[src/rtl/core/tape_machine_execute_unit_defines.svh]
// ----------------------------------------------------------------------------
// Tape machine execute unit assertion macros
// Shared helpers for the concurrent checks of the execute unit.
// ----------------------------------------------------------------------------
`ifndef TAPE_MACHINE_EXECUTE_UNIT_DEFINES_SVH
`define TAPE_MACHINE_EXECUTE_UNIT_DEFINES_SVH

// Same-cycle implication, disabled while reset is asserted.
`define TME_ASSERT_NOW(label, clk, rst_n, ante, cons) \
	label: assert property (@(posedge clk) disable iff (!rst_n) (ante) |-> (cons)) \
		else $error("tape machine execute unit check failed");

// Next-cycle implication, disabled while reset is asserted.
`define TME_ASSERT_NEXT(label, clk, rst_n, ante, cons) \
	label: assert property (@(posedge clk) disable iff (!rst_n) (ante) |=> (cons)) \
		else $error("tape machine execute unit check failed");

`endif

[src/rtl/core/tme_pkg.sv]
// ----------------------------------------------------------------------------
// Tape machine execute unit package
// Operation codes and the structs passed between the pipeline stages.
// ----------------------------------------------------------------------------
package tme_pkg;

	typedef enum logic [2:0] {
		OP_ADD_BYTE = 3'd0,
		OP_SUB_BYTE = 3'd1,
		OP_PTR_UP   = 3'd2,
		OP_PTR_DOWN = 3'd3,
		OP_WRITE    = 3'd4,
		OP_READ     = 3'd5,
		OP_JUMP_Z   = 3'd6,
		OP_JUMP     = 3'd7
	} op_t;

	localparam logic [7:0] EOF_BYTE = 8'hFF;

	// The program depth is at least 256, so a jump quotient fits in eight bits.
	localparam int JQ_W = 8;

	typedef struct packed {
		op_t             op;
		logic [7:0]      delta;
		logic [7:0]      in_data;
		logic            eof;
		logic [15:0]     target;
		logic [JQ_W-1:0] jq;
		logic            cell_ok;
		logic            range_err;
	} s1_t;

	typedef struct packed {
		logic        en;
		logic [7:0]  data;
	} wr_t;

	typedef struct packed {
		logic [15:0] next_ip;
		logic        out_valid;
		logic [7:0]  out_byte;
		logic        range_error;
		logic        read_error;
	} res_t;

endpackage

[src/rtl/core/tme_exec.sv]
// ----------------------------------------------------------------------------
// Tape machine execute stage
// Applies the operation to the fetched cell, forms the tape write-back and the
// result, and keeps the instruction pointer.
// ----------------------------------------------------------------------------
module tme_exec import tme_pkg::*; #(
	parameter int PROGRAM_DEPTH = 65536
) (
	input  logic       clk,
	input  logic       arst_n,
	input  logic       adv,
	input  s1_t        item,
	input  logic [7:0] cell_raw,
	output res_t       result,
	output wr_t        wr
);

	localparam logic [16:0] PD = 17'(PROGRAM_DEPTH);

	logic [15:0] ip_q;
	logic [7:0]  cell_val;
	logic [16:0] seq_sum;
	logic [15:0] seq;
	logic [16:0] qpd;
	logic [16:0] rem;
	logic [15:0] tmod;
	logic        take;

	assign cell_val = item.cell_ok ? cell_raw : 8'd0;
	assign seq_sum  = {1'b0, ip_q} + 17'd1;
	assign seq      = (seq_sum == PD) ? 16'd0 : seq_sum[15:0];
	assign qpd      = 17'({9'd0, item.jq} * PD);
	assign rem      = {1'b0, item.target} - qpd;
	assign tmod     = (rem >= PD) ? 16'(rem - PD) : rem[15:0];

	always_comb begin
		take               = 1'b0;
		wr.en              = 1'b0;
		wr.data            = cell_val;
		result.out_valid   = 1'b0;
		result.out_byte    = 8'd0;
		result.read_error  = 1'b0;
		result.range_error = item.range_err;
		unique case (item.op)
			OP_ADD_BYTE: begin
				wr.en   = item.cell_ok;
				wr.data = cell_val + item.delta;
			end
			OP_SUB_BYTE: begin
				wr.en   = item.cell_ok;
				wr.data = cell_val - item.delta;
			end
			OP_WRITE: begin
				result.out_valid = 1'b1;
				result.out_byte  = cell_val;
			end
			OP_READ: begin
				wr.en             = item.cell_ok;
				wr.data           = item.eof ? EOF_BYTE : item.in_data;
				result.read_error = item.eof;
			end
			OP_JUMP_Z: take = (cell_val == 8'd0);
			OP_JUMP:   take = 1'b1;
			default:   take = 1'b0;
		endcase
		result.next_ip = take ? tmod : seq;
	end

	always_ff @(posedge clk or negedge arst_n) begin
		if (!arst_n) begin
			ip_q <= '0;
		end else if (adv) begin
			ip_q <= result.next_ip;
		end
	end

endmodule

[config.mk]
export PLATFORM = sky130hd
export DESIGN_NAME = tme_exec
export DESIGN_NICKNAME = d
export VERILOG_FILES = /design/src/rtl/core/tape_machine_execute_unit_defines.svh /design/src/rtl/core/tme_pkg.sv /design/src/rtl/core/tme_exec.sv
export SDC_FILE = /design/constraint.sdc
export NUM_CORES = 1
export LEC_CHECK = 0
export BUFFER_PORTS_ARGS = -buffer_cell sky130_fd_sc_hd__buf_2
export CORE_MARGIN = 10
export CORE_UTILIZATION = 53
export DETAILED_ROUTE_END_ITERATION = 16
export GPL_TIMING_DRIVEN = 0
export PLACE_DENSITY = 0.88
export REMOVE_ABC_BUFFERS = 1
export SYNTH_ARGS = -nofsm -noshare
export SYNTH_HDL_FRONTEND = slang
export SYNTH_SLANG_ARGS = --single-unit
[constraint.sdc]
create_clock -name clk -period 4.9 [get_ports clk]
set_input_delay 0.49 -clock clk [delete_from_list [all_inputs] [get_ports clk]]
set_output_delay 0.49 -clock clk [all_outputs]
set_load 0.01 [all_outputs]
# --- Word-level counts from Yosys, hierarchy flattened ---
# Cells that the tools add are included.
classes:
  addsub: 5
  n_mul: 0
  n_div: 0
  magnitude_cmp: 1
  n_eq_ne: 6
  shift: 0
  n_mux: 9
  bitwise: 0
  n_reduce_logical: 2
op_table:
  columns: ["cell", "count"]
  rows:
  - ["$mux W16", 3]
  - ["$pmux W9 S3", 1]
  - ["$add A16 B1 Y17 const B", 1]
  - ["$eq A17 B17 Y1 const B", 1]
  - ["$ge A17 B17 Y1 const B", 1]
  - ["$sub A16 B17 Y17", 1]
  - ["$mux W8", 2]
  - ["$sub A16 B1 Y16 const B", 1]
  - ["$eq A3 B3 Y1 const B", 4]
  - ["$mux W9", 1]
  - ["$add A8 B8 Y8", 1]
  - ["$logic_not A8 Y1", 1]
  - ["$sub A8 B8 Y8", 1]
  - ["$eq A3 B1 Y1 const B", 1]
  - ["$logic_not A3 Y1", 1]
  - ["$pmux W1 S2", 1]
  - ["$mux W1", 1]
totals:
  regBits: 16
  latch_bits: 0
  ram_bits: 0
  mem_bits_ro: 0
  input_bits: 57
  out_inout_bits: 36
  word_cells: 24
  mem_count: 0

# --- Longest topological paths before layout ---
logic_depth:
  depth_word: 4
  mapped_depth: 10
  depth_no_buf: 10

# --- Worst setup path after synthesis ---
# Ideal clock, no wire load.
synth_timing:
  path_type: "input -> output"
  start: "in item[45] (netlist name)"
  end: "out wr[6] (netlist name)"
  t_arrival_ns: 2.565
  required_ns: 4.410
  setup_slack_ns: 1.845
  stages: 9
  path_buffers: 1
  cell_sequence: "clkbuf_1 -> nor3b_2 -> mux2_2 -> fa_1 -> nor2b_1 -> o21ai_0 -> nand2b_1 -> a21oi_1 -> o311a_1"
synth_lines:
  columns: ["item", "line", "rtl"]
  rows:
  - ["start, declared", "tme_exec.sv:12", "input s1_t item,"]
  - ["end, declared", "tme_exec.sv:15", "output wr_t wr"]

==> metrics.txt <==
result of the run=completed; Detailed Route Iter0 Violations=190; worst rel slew slack=0.2895; largest reg by FF count=ip_q; class of the worst hold path=input pin to asynchronous set/reset pin; Largest register FFs=16; setup violation total in the final timing report=0; library cell appearing most often on the critical path=sky130_fd_sc_hd__buf_2; core outline area=3971 um2; routed length on met2=3354 um; Die Outline Area=7028 um2; Clk pin slew, worst setup/hold paths=70 ps; starting utilization of the core area=0.5438; Fin Clk Skew=roughly 4.3 ps; Critical Path RT=4410 ps; proportion of power drawn by combinational gates=0.526; family with the most delay on the worst path=simple AND/OR/NAND/NOR gates; met3 wire length=555 um; via count=2,547; total wire length=approximately 6800 um; Tightest Pin Transition=between 1000 and 1500 ps; Adder-Cell Fraction of Synth Area=0.06721; nets@finish=436; cell chosen for the clock root=sky130_fd_sc_hd__clkbuf_8; register bit count reported by yosys=16; combinational family with the most area after synthesis=compound AO/OA/AOI/OAI gates; hold buffer count at CTS=0; Pins Over Slew Limit=0; number of antenna violations at the first check in global routing=0; Top Ports=93; CTS Sinks=16; total internal power=roughly 0.43 mW; placement-stage cell area=2585 um2; crit path launch type=input pin; global-route wire length before repair=between 10,000 and 15,000 um; Layout fillers=349; EDFF count, synth=0; peak clock frequency supported by timing=0.2982 GHz; vias in the first global route=2,540; routed wire length per instance=16.32 um; clock period minus worst slack=3354 ps; detailed-route vias per instance=6.108; number of buffers created by CTS=3; highest-count cells in the layout ignoring fill and taps=sky130_fd_sc_hd__buf_2, sky130_fd_sc_hd__nor2_1, sky130_fd_sc_hd__a21oi_1, sky130_fd_sc_hd__nand2_1, sky130_fd_sc_hd__o21ai_0; number of detailed-routing iterations run before antenna repair=5; post_cts resized=0; largest fanout of any net on the critical path=8; fraction of synthesis flops using an asynchronous set or reset pin=1.000; Worst setup EP type=output port; number of placement rows=23; slowest library cell on the worst path=sky130_fd_sc_hd__mux2_2; IR drop worst, VDD=136.3 uV; power spent charging and discharging nets=0.3450 mW; cell area power density=294.1 nW/um2; combined buffer and inverter count along the critical path=2; unrepaired setup endpoints after global routing=false; leakage power=1.294 nW; number of input and output port buffers inserted=82; Cells after Synth=295; finished layout cell area=2640 um2; Die W=83.84 um; type of the worst setup path=input pin to output port; detailed-route DRC error count=0; maximum clock insertion buffer count=2; post-synthesis simple-gate area fraction=0.2601; largest registers ranked by flip-flop count=ip_q x16; CP peak stage delay=about 430 ps; final weighted congestion in routability-driven placement=0.9047; share of the synthesized area in compound gates (AO/OA/AOI/OAI)=0.2706; global routing usage summed across all routing layers=0.1892; antenna viol nets, final=0; critical path arrival=between 2000 and 3000 ps; period utilization=0.6845; summed instance area of the synthesized netlist=2160 um2; overall power consumption=0.7763 mW; post-CTS repair timing setup buffer count=0; latest clock arrival within the worst-skew pair=approximately 260 ps; Critical Path Stages=10; cells along the critical path=buf_2 -> nor3b_2 -> mux2_2 -> fa_1 -> nor2b_1 -> o21ai_0 -> nand2b_1 -> a21oi_1 -> o311a_1 -> buf_2; number of placed instances with taps included=413; portion of total power attributed to sequential cells=0.316; Post-Syn Area per Cell=7.321 um2; final hold vios=0; Most used DFF post-synth=sky130_fd_sc_hd__dfrtp_1; post-synthesis mux area share=0.04229; share of post-route cells with drive strength above 1=0.2643; number of warning messages in the yosys log=0; part of the Yosys area used for sequential elements=0.1854; maximum number of pins on one net before global-route repair=24; final std cells w/o fill=417; metal1 wirelength=about 2800 um; share of the synthesized netlist area taken by xor and xnor gates=0.1014; Clk pwr share=0.158; switch share=0.4444; Overflow after GRT=0; CTS tree=yes; top sig layer=met4; layout overhead on the synthesized area=22.25%; Setup Total Neg Slack=0 ps; final antenna diode count=0; height of the chip=83.84 um; leading cell type in the layout, fill and taps excluded=sky130_fd_sc_hd__buf_2; # Max-Cap Violations=0; count of cells along the worst register-to-register path=6; Distinct cells, synth=54; # H-tree levels=1; HPWL after detailed placement=between 5000 and 6000 um
[worst reg2reg max path, cell delays in order, from the launching register on]
cell and delay, ps:
sky130_fd_sc_hd__dfrtp_1 480, sky130_fd_sc_hd__ha_1 350, sky130_fd_sc_hd__nand2_1 160, sky130_fd_sc_hd__nor4_4 380, sky130_fd_sc_hd__and3_2 280, sky130_fd_sc_hd__o21ai_1 60
sky130_fd_sc_hd__a221o_1 320
[cells in the mapped netlist, types with 3 or more instances]
cell type                   number  share of area
sky130_fd_sc_hd__xnor2_1        16          0.065
sky130_fd_sc_hd__o22ai_1         6          0.017
sky130_fd_sc_hd__inv_1          18          0.031
sky130_fd_sc_hd__a22oi_1         6          0.021
sky130_fd_sc_hd__a31oi_1         3         0.0087
sky130_fd_sc_hd__o221ai_1        4          0.016
sky130_fd_sc_hd__clkbuf_1        6          0.010
sky130_fd_sc_hd__nand3_1        10          0.023
sky130_fd_sc_hd__a2bb2oi_1       3          0.012
sky130_fd_sc_hd__nor2_1         44          0.076
sky130_fd_sc_hd__dfrtp_1        16           0.19
sky130_fd_sc_hd__o21ai_0        20          0.046
sky130_fd_sc_hd__nand2b_1        4          0.012
sky130_fd_sc_hd__and3_1          8          0.023
sky130_fd_sc_hd__buf_2           6          0.014
sky130_fd_sc_hd__a21oi_1        26          0.060
sky130_fd_sc_hd__a221o_1         3          0.014
sky130_fd_sc_hd__xor2_1          9          0.037
sky130_fd_sc_hd__nand2_1        20          0.035
sky130_fd_sc_hd__o2bb2ai_1       3          0.012
sky130_fd_sc_hd__mux2i_1         8          0.037
sky130_fd_sc_hd__nor3_1          6          0.014
sky130_fd_sc_hd__ha_1           10          0.058
[layer usage]
layer	track usage	up-vias
met5	0	-
met4	0.08067	0
met3	0.05469	12
met2	0.3213	121
met1	0.2140	1203
li1	-	1211
[power by group through the flow]
| stage | registers [mW] | clock network, mW | logic [mW] |
|---|---|---|---|
| after floorplan | 0.230 | 0 | 0.271 |
| after global placement | 0.243 | 0 | 0.393 |
| after detailed placement | 0.246 | 0 | 0.407 |
| after CTS | 0.244 | 0.124 | 0.409 |
| after global routing | 0.254 | 0.131 | 0.454 |
| final | 0.246 | 0.122 | 0.408 |
[stage by stage]
step / setup WS [ps] / hold WS, ps / utilization
2_1_floorplan: 2049 / 194.4 / -
3_3_place_gp: 1576 / 427.4 / 0.6402
3_5_place_dp: 1573 / 425.7 / 0.6509
4_1_cts: 1571 / 144.2 / 0.6648
5_1_grt: 1394 / 152.5 / 0.6648
6_report: 1546 / 132.4 / 0.6648
[layout make-up]
| cell class | count | area, um2 | area share |
|---|---|---|---|
| sequential | 16 | 400.4 | 0.1517 |
| clock buffer | 4 | 55.05 | 0.02085 |
| multi-input combinational | 245 | 1602 | 0.6066 |
| inverter | 18 | 67.56 | 0.02559 |
| timing repair buffer | 84 | 452.9 | 0.1716 |
| tap | 50 | 62.56 | 0.02370 |
[cell families (layout without fill, tap and decap cells)]
family	Yosys count	count (layout)
AOI/OAI and AO/OA	90	90
buffers and inverters	34	106
xor gates and xnor gates	25	25
muxes	9	9
DFF	16	16
and+or+nand+nor	110	110
adders and majority gates	11	11
[worst paths after layout]
check,end,start,slack (ps)
worst min register to register,ip_q[10],ip_q[10],600
max in group asynchronous,ip_q[14],arst_n,4500
worst max-delay path,wr[6],item[43],1550
min in group clk,ip_q[1],item[11],500
worst max register to register,ip_q[14],ip_q[0],2750
worst min-delay path,ip_q[8],arst_n,130
(Power assumes the default switching activity.)
