### src/rtl/core/tape_machine_execute_unit_defines.svh
// ----------------------------------------------------------------------------
// Tape machine execute unit assertion macros
// Shared helpers for the concurrent checks of the execute unit.
// ----------------------------------------------------------------------------
`ifndef TAPE_MACHINE_EXECUTE_UNIT_DEFINES_SVH
`define TAPE_MACHINE_EXECUTE_UNIT_DEFINES_SVH

// Same-cycle implication, disabled while reset is asserted.
`define TME_ASSERT_NOW(label, clk, rst_n, ante, cons) \
	label: assert property (@(posedge clk) disable iff (!rst_n) (ante) |-> (cons)) \
		else $error("tape machine execute unit check failed");

// Next-cycle implication, disabled while reset is asserted.
`define TME_ASSERT_NEXT(label, clk, rst_n, ante, cons) \
	label: assert property (@(posedge clk) disable iff (!rst_n) (ante) |=> (cons)) \
		else $error("tape machine execute unit check failed");

`endif

### src/rtl/core/tme_pkg.sv
// ----------------------------------------------------------------------------
// Tape machine execute unit package
// Operation codes and the structs passed between the pipeline stages.
// ----------------------------------------------------------------------------
package tme_pkg;

	typedef enum logic [2:0] {
		OP_ADD_BYTE = 3'd0,
		OP_SUB_BYTE = 3'd1,
		OP_PTR_UP   = 3'd2,
		OP_PTR_DOWN = 3'd3,
		OP_WRITE    = 3'd4,
		OP_READ     = 3'd5,
		OP_JUMP_Z   = 3'd6,
		OP_JUMP     = 3'd7
	} op_t;

	localparam logic [7:0] EOF_BYTE = 8'hFF;

	// The program depth is at least 256, so a jump quotient fits in eight bits.
	localparam int JQ_W = 8;

	typedef struct packed {
		op_t             op;
		logic [7:0]      delta;
		logic [7:0]      in_data;
		logic            eof;
		logic [15:0]     target;
		logic [JQ_W-1:0] jq;
		logic            cell_ok;
		logic            range_err;
	} s1_t;

	typedef struct packed {
		logic        en;
		logic [7:0]  data;
	} wr_t;

	typedef struct packed {
		logic [15:0] next_ip;
		logic        out_valid;
		logic [7:0]  out_byte;
		logic        range_error;
		logic        read_error;
	} res_t;

endpackage

### src/rtl/core/tme_front.sv
// ----------------------------------------------------------------------------
// Tape machine front stage
// Holds the data pointer, forms the tape read address and range flags, and
// starts the reduction of the jump target.
// ----------------------------------------------------------------------------
module tme_front import tme_pkg::*; #(
	parameter int TAPE_DEPTH    = 32768,
	parameter int PROGRAM_DEPTH = 65536,
	parameter int AW            = 15
) (
	input  logic          clk,
	input  logic          arst_n,
	input  logic          accept,
	input  logic [2:0]    req_type,
	input  logic [15:0]   amount,
	input  logic [15:0]   jump_target,
	input  logic [7:0]    input_byte,
	input  logic          input_eof,
	output logic [AW-1:0] raddr,
	output s1_t           item
);

	localparam logic [16:0] TAPE_LIMIT = 17'(TAPE_DEPTH);
	localparam logic [24:0] RECIP      = 25'(((64'd1 << 32) + 64'(PROGRAM_DEPTH) - 64'd1)
		/ 64'(PROGRAM_DEPTH));

	logic [15:0] dp_q;
	logic [15:0] dp_next;
	logic [40:0] prod;
	op_t         op;

	assign op = op_t'(req_type);

	always_comb begin
		dp_next = dp_q;
		unique case (op)
			OP_PTR_UP:   dp_next = dp_q + amount;
			OP_PTR_DOWN: dp_next = dp_q - amount;
			default:     dp_next = dp_q;
		endcase
	end

	always_ff @(posedge clk or negedge arst_n) begin
		if (!arst_n) begin
			dp_q <= '0;
		end else if (accept) begin
			dp_q <= dp_next;
		end
	end

	assign prod  = {25'd0, jump_target} * {16'd0, RECIP};
	assign raddr = dp_q[AW-1:0];

	always_comb begin
		item.op        = op;
		item.delta     = amount[7:0];
		item.in_data   = input_byte;
		item.eof       = input_eof;
		item.target    = jump_target;
		item.jq        = prod[32 +: JQ_W];
		item.cell_ok   = {1'b0, dp_q} < TAPE_LIMIT;
		item.range_err = {1'b0, dp_next} >= TAPE_LIMIT;
	end

endmodule

### config.mk
export PLATFORM = sky130hd
export DESIGN_NAME = tme_front
export DESIGN_NICKNAME = d
export VERILOG_FILES = /design/src/rtl/core/tape_machine_execute_unit_defines.svh /design/src/rtl/core/tme_pkg.sv /design/src/rtl/core/tme_front.sv
export SDC_FILE = /design/constraint.sdc
export NUM_CORES = 1
export LEC_CHECK = 0
export BUFFER_PORTS_ARGS = -buffer_cell sky130_fd_sc_hd__buf_2
export CORE_MARGIN = 5
export CORE_UTILIZATION = 50
export DETAILED_ROUTE_END_ITERATION = 16
export GPL_TIMING_DRIVEN = 1
export HOLD_SLACK_MARGIN = 0.12
export PLACE_DENSITY = 0.85
export SLEW_MARGIN = 15
export SYNTH_ARGS = -nofsm -noshare
export SYNTH_HDL_FRONTEND = slang
export SYNTH_SLANG_ARGS = --single-unit
### constraint.sdc
create_clock -name clk -period 7 [get_ports clk]
set_clock_uncertainty 0.1 [all_clocks]
set_input_delay 1.4 -clock clk [delete_from_list [all_inputs] [get_ports clk]]
set_output_delay 1.4 -clock clk [all_outputs]
set_load 0.01 [all_outputs]
### Word-level counts from Yosys, hierarchy flattened

Cells that the tools add are included.

| operators by class | value |
|---|---|
| add/subtract/negate cells | 2 |
| $lt $le $gt $ge | 2 |
| equality and inequality tests | 2 |
| multiplexer cells | 1 |

Operators with widths:

| kind | number |
|---|---|
| 16-bit one-hot mux with 2 select lines | 1 |
| 16-bit adder | 1 |
| 16-bit greater-or-equal comparator (second input constant) | 1 |
| 16-bit less-than comparator (second input constant) | 1 |
| 16-bit subtractor | 1 |
| 3-bit by 2-bit equality test with 1-bit output (second input constant) | 2 |

| storage, ports and cells | value |
|---|---|
| flip-flop bits (word level) | 16 |
| input bits | 47 |
| output and inout port bits | 61 |
| word-level logic and storage cells | 8 |

### Depth between registers and ports, before layout

Gate-level depths: netlist (run 1).

| depth | value |
|---|---|
| word-level depth | 3 |
| gate-level depth with buffers | 15 |
| depth with buffers taken out | 15 |

### Worst setup path before layout (run 1)

OpenSTA, ideal clock, no wires.

| timing | value |
|---|---|
| kind | input to output |
| start point | input amount[10] |
| end point | output item[0] (netlist name) |
| data arrival time | 3.991 ns |
| data required time | 5.500 ns |
| setup slack | 1.509 ns |
| stages on the path | 12 |
| path through | or4_4 > or4_1 > o21ai_1 > xor2_1 > ha_1 > a21oi_1 > a21oi_1 > a21oi_1 > o21ai_2 > xnor2_1 > nand2_1 > xnor2_1 |

RTL lines:

| item | line | RTL |
|---|---|---|
| start: declaration | tme_front.sv:15 | `input logic [15:0] amount,` |
| end: declaration | tme_front.sv:20 | `output s1_t item` |

==> results.toml, run 1 <==
[setup_path]
worst_ep_required_time_ns = 5.50
critPathMaxStageDelay_ns = 0.54
cp_top_family = "simple AND/OR/NAND/NOR gates"
cp_num_buf_inv = 2
path_cells = "buf_2, or4_4, or4_1, o21ai_1, xor2_1, ha_1, a21oi_1, a21oi_1, a21oi_1, o21ai_2, xnor2_1, nand2_1, xnor2_1, buf_2"
slowest_stage = "or4_4"
setup.worst_path.start_class = "primary input"
crit_fanout = 4
crit_type = "primary input to primary output"
crit_path_frequent_cell = "a21oi_1"
endpoint_kind = "primary output"
cp.arrival_ns = 4.46

[cells_and_area]
antenna_cells = 0
nets = 316
final_cell_mix = "49 x buf_2, 25 x nand2_1, 17 x xnor2_1"
final_cells = 301
final_common_cell = "buf_2"
drive_above_1_share = 0.235
fill_cells = 397
largest_reg_flops = 16
regMostFlops = "dp_q"
area_delta_synth_final_pct = -3.20
top_regs = "dp_q: 16 flops"

[cts]
cts_tree = "yes"
cts.clk_slew.worst_paths_ns = 0.06
insertion_delay_ns = 0.25
root_buffer = "clkbuf_8"
htreeDepth = 1
cts_hold_buf = 0
clock_path_buffers = 2
post_cts_resized = 0
cts_setup_buffers = 0
numCtsBuffers = 3
clock_sinks = 16

[grt]
grt_max_degree = 29
track_usage = 0.149
grt_pass1_wl_mm = 6.51
antenna_found_initial = 0
overflow = 0
grt_pass1_vias = 1471

[drt]
drtAntennaViolNets = 0
detail_route.wl_per_cell_microns = 13.4
viasPerCell = 5.22
dr.first_iter.drc_count = 65
drc_errors = 0
vias = 1570
wl_mm = 4.04
drt_first_pass_iters = 4

[floorplanning]
die_h_microns = 73.8
die_x_microns = 73.8
initial_core_util = 0.513
core_sq_um = 3970
rows = 23
die-area_sq_um = 5450
pin_count = 108

[timing]
min_period_ns = 5.96
fmax_mhz = 168
rsz0062_at_grt = "false"
maxSlewHeadroom = 0.450
drv_slew = 0
timing.final.crit_share = 0.851
final_hold_viol_count = 0
setup_viol = 0
tightest_slew_ns = 0.823
setup_slack_ns = 1.04
setup_tns_ns = 0

[synthesis]
ys.flop_type = "dfrtp_1"
synth-edff-count = 0
syn-cell-area_sq_um = 2040
seq_area_frac_synth = 0.197
ys_warn_count = 0
synth_cells = 253
synthArstFlopShare = 1.00
synth.distinct_cells = 39
syn_avg_cell_area_sq_um = 8.05
synth-seq-cells = 16

[place]
dpl.hpwl_mm = 3.37
gp_congestion = 0.923
place_ws_ns = 1.04
portBuffers = 49
dpl.cell_count = 297

[power_and_ir_drop]
leakage_nw = 0.972
power-per-cell-area_nw_per_um2 = 387
vdd_drop_max_uv = 107

[worst_hold_path]
hp-class = "flop to flop"

[run]
maxCapViolations = 0

[run_status]
outcome = "finished clean"
[cell families after synthesis]
group,Yosys count,synth area share
flops,16,0.197
mux,2,0.0111
xor+xnor,28,0.120
fa+ha+maj,17,0.108
buf+inv,69,0.236
other cells,1,0.00184
simple gates,58,0.141
compound gates,62,0.184
[stage by stage]
step / hold WS, ns / power, W / cell area [sq um] / utilization
5_1_grt: 0.455 / 0.000839 / 1970 / 0.496
3_5_place_dp: 0.405 / 0.000680 / 1920 / 0.482
2_1_floorplan: 0.373 / 0.000624 / 2060 / -
3_3_place_gp: 0.385 / 0.000669 / 1920 / 0.482
4_1_cts: 0.420 / 0.000765 / 1970 / 0.496
6_report: 0.416 / 0.000764 / 1970 / 0.496
[power breakdown]
group          leakage [nW]  switching (W)   total, W  internal [W]
logic                 0.747       0.000279   0.000506      0.000227
registers             0.196      0.0000379   0.000175      0.000137
clock network        0.0288      0.0000334  0.0000833     0.0000499
total                 0.972       0.000350   0.000764      0.000414
[final cells by class]
cell class	instances	area (sq um)	area share
clock buffers	4	55.1	0.0279
inverters	7	26.3	0.0133
multi-input cells	175	1180	0.599
flip-flops and latches	16	400	0.203
well taps	50	62.6	0.0317
repair buffers	49	245	0.124
[worst paths after layout]
path | startpoint | end | slack (ns) | depth (start not counted)
worst min-delay path | dp_q[0] | dp_q[0] | 0.42 | 2
worst max-delay path | amount[10] | item[0] | 1.04 | 14
max in group asynchronous | arst_n | dp_q[7] | 5.57 | 1
min in group asynchronous | arst_n | dp_q[9] | 0.96 | 1
worst max register to register | dp_q[1] | dp_q[15] | 4.47 | 8
worst min register to register | dp_q[0] | dp_q[0] | 0.42 | 2
[Yosys cell counts (all sizes together) (2+ instances only)]
master	n	area, sq um
a31oi	2	12.5
inv	7	26.3
xor2	11	96.3
nor3	5	25.0
o21a	5	37.5
mux2	2	22.5
or3	3	23.8
nor2	13	48.8
o31ai	3	22.5
or4	2	18.8
clkbuf	3	11.3
buf	59	443
o21ai	25	129
nand2b	2	12.5
a21o	5	37.5
dfrtp	16	400
a21oi	15	75.1
xnor2	17	149
nor4	2	27.5
ha	16	200
o31a	2	17.5
nand2	25	93.8
nor2b	2	12.5
[worst reg2reg max path: stages (launching register included)]
cell and delay (ns):
dfrtp_1 0.42, ha_1 0.30, nor2b_1 0.14, o31a_1 0.29
o41ai_1 0.54, o21ai_2 0.13, xnor2_1 0.22, and3_1 0.20
xnor2_1 0.12
[layer usage]
| metal | GRT usage | wire length, microns | part of all wire |
|---|---|---|---|
| met1 | 0.203 | 1810 | 0.45 |
| met4 | 0.0624 | 68 | 0.017 |
| met5 | 0 | 0 | 0 |
| met3 | 0.0219 | 322 | 0.080 |
| met2 | 0.235 | 1830 | 0.45 |
Note: power is estimated with default switching activity, not from simulation.
==> run 2: changes to the inputs <==
Settings changed: CTS_BUF_LIST from default to sky130_fd_sc_hd__clkbuf_16, TNS_END_PERCENT from default to 20.
Clock period 7 ns to 7.5 ns, I/O delays scaled along.
==> run 2 against run 1 <==
  * Register-to-register slack gained 0.50 ns
  * Sequential power shrank 7%
  * First-iteration DRC count is 17% lower
  * Combinational power is 6.9% lower
  * Critical path depth did not move
  * Clock power up 26%
  * Via count rose by 0.51%
  * Clock-buffer cell count fell by 1
  * Critical path type unchanged
  * Power fell by 3.3%
  * Global-route usage increased by 0.22 points
  * Utilization up 0.60 points
==> results.toml, run 2 (synthesis gave the netlist of run 1 again) <==
[power_and_ir_drop]
vdd_drop_max_uv = 106
leakage_nw = 0.982
power-per-cell-area_nw_per_um2 = 370

[cells_and_area]
antenna_cells = 0
final_cell_mix = "49 x buf_2, 25 x nand2_1, 17 x xnor2_1"
largest_reg_flops = 16
final_common_cell = "buf_2"
nets = 316
drive_above_1_share = 0.231
top_regs = "dp_q: 16 flops"
area_delta_synth_final_pct = -2.03
regMostFlops = "dp_q"
final_cells = 301

[drt]
viasPerCell = 5.24
drt_first_pass_iters = 4
wl_mm = 4.00
detail_route.wl_per_cell_microns = 13.3
drtAntennaViolNets = 0
vias = 1578
drc_errors = 0
dr.first_iter.drc_count = 54

[setup_path]
critPathLaunch = "amount[10]"
worst_ep_required_time_ns = 5.90
reg2reg_slack_ns = 4.97
crit_type = "primary input to primary output"
endpoint_kind = "primary output"
crit_fanout = 4
timing.rr.end = "dp_q[15]"
cp.arrival_ns = 4.52
reg2reg_depth = 8
setup.worst_path.start_class = "primary input"
timing.rr.start = "dp_q[1]"

[grt]
grt_pass1_vias = 1464
antenna_found_initial = 0
grt_pass1_wl_mm = 6.53
overflow = 0
track_usage = 0.152
grt_max_degree = 29

[place]
dpl.cell_count = 297
portBuffers = 49
gp_congestion = 0.923
dpl.hpwl_mm = 3.35

[floorplanning]
die_x_microns = 73.8
core_sq_um = 3970
pin_count = 108
die-area_sq_um = 5450
initial_core_util = 0.513
die_h_microns = 73.8
rows = 23

[timing]
tightest_slew_ns = 0.812
drv_slew = 0
setup_viol = 0
fmax_mhz = 163
setup_tns_ns = 0
final_hold_viol_count = 0
rsz0062_at_grt = "false"
min_period_ns = 6.12
maxSlewHeadroom = 0.458
timing.final.crit_share = 0.817

[cts]
post_cts_resized = 0
cts_tree = "yes"
numCtsBuffers = 3
insertion_delay_ns = 0.25
clock_path_buffers = 2
cts.clk_slew.worst_paths_ns = 0.05
cts_setup_buffers = 0
cts_hold_buf = 0
clock_sinks = 16
htreeDepth = 1
root_buffer = "clkbuf_16"

[run_status]
outcome = "finished clean"

[worst_hold_path]
hp-class = "flop to flop"
min_from = "dp_q[0]"
hold_end = "dp_q[0]"
holdPathStages = 2

[run]
maxCapViolations = 0
==> run 2: cell types whose count changed in the layout (fill, tap and decap cells not counted) <==
cell / delta
clkbuf_8: -4
clkbuf_16: +3
clkinv_1: +1
==> run 2: area by class of cell <==
| type | instances | area, sq um |
|---|---|---|
| fillers | 405 | 1980 |
| well taps | 50 | 62.6 |
| multi-input cells | 175 | 1180 |
| flip-flops and latches | 16 | 400 |
| clock inverters | 1 | 3.75 |
| repair buffers | 49 | 245 |
| clock buffers | 3 | 75.1 |
| inverters | 7 | 26.3 |
==> run 2: metrics by stage <==
step	area [sq um]	total power, W	util	hold WS [ns]	setup WS, ns
after floorplan	2060	0.000582	-	0.373	1.81
after global placement	1920	0.000624	0.482	0.385	1.37
after detailed placement	1920	0.000635	0.482	0.405	1.36
after CTS	1990	0.000743	0.502	0.416	1.36
after global routing	1990	0.000812	0.502	0.444	1.12
final	1990	0.000739	0.502	0.413	1.38
==> run 2: metal layers <==
metal  vias up  track usage  share of wire
met5         -            0              0
met4         0       0.0724          0.022
met3        17       0.0246          0.070
met2        53        0.240           0.46
met1       703        0.199           0.45
li1        805            -              -
==> run 2: critical path: stages <==
cell     delay, ns
buf_2         0.11
or4_4         0.54
or4_1         0.46
o21ai_1       0.17
xor2_1        0.19
ha_1          0.30
a21oi_1       0.29
a21oi_1       0.14
a21oi_1       0.17
o21ai_2       0.08
xnor2_1       0.22
nand2_1       0.09
xnor2_1       0.12
buf_2         0.14
==> run 2: power breakdown <==
| part | internal (W) | switching (W) |
|---|---|---|
| combinational | 0.000212 | 0.000259 |
| clock | 0.0000708 | 0.0000338 |
| sequential | 0.000128 | 0.0000355 |
==> run 2: worst max path at each step <==
stage | endpoint | slack (ns)
after floorplan | item[0] | 1.81
after global placement | item[0] | 1.37
after detailed placement | item[0] | 1.36
after CTS | item[0] | 1.36
after global routing | item[0] | 1.12
final | item[0] | 1.38
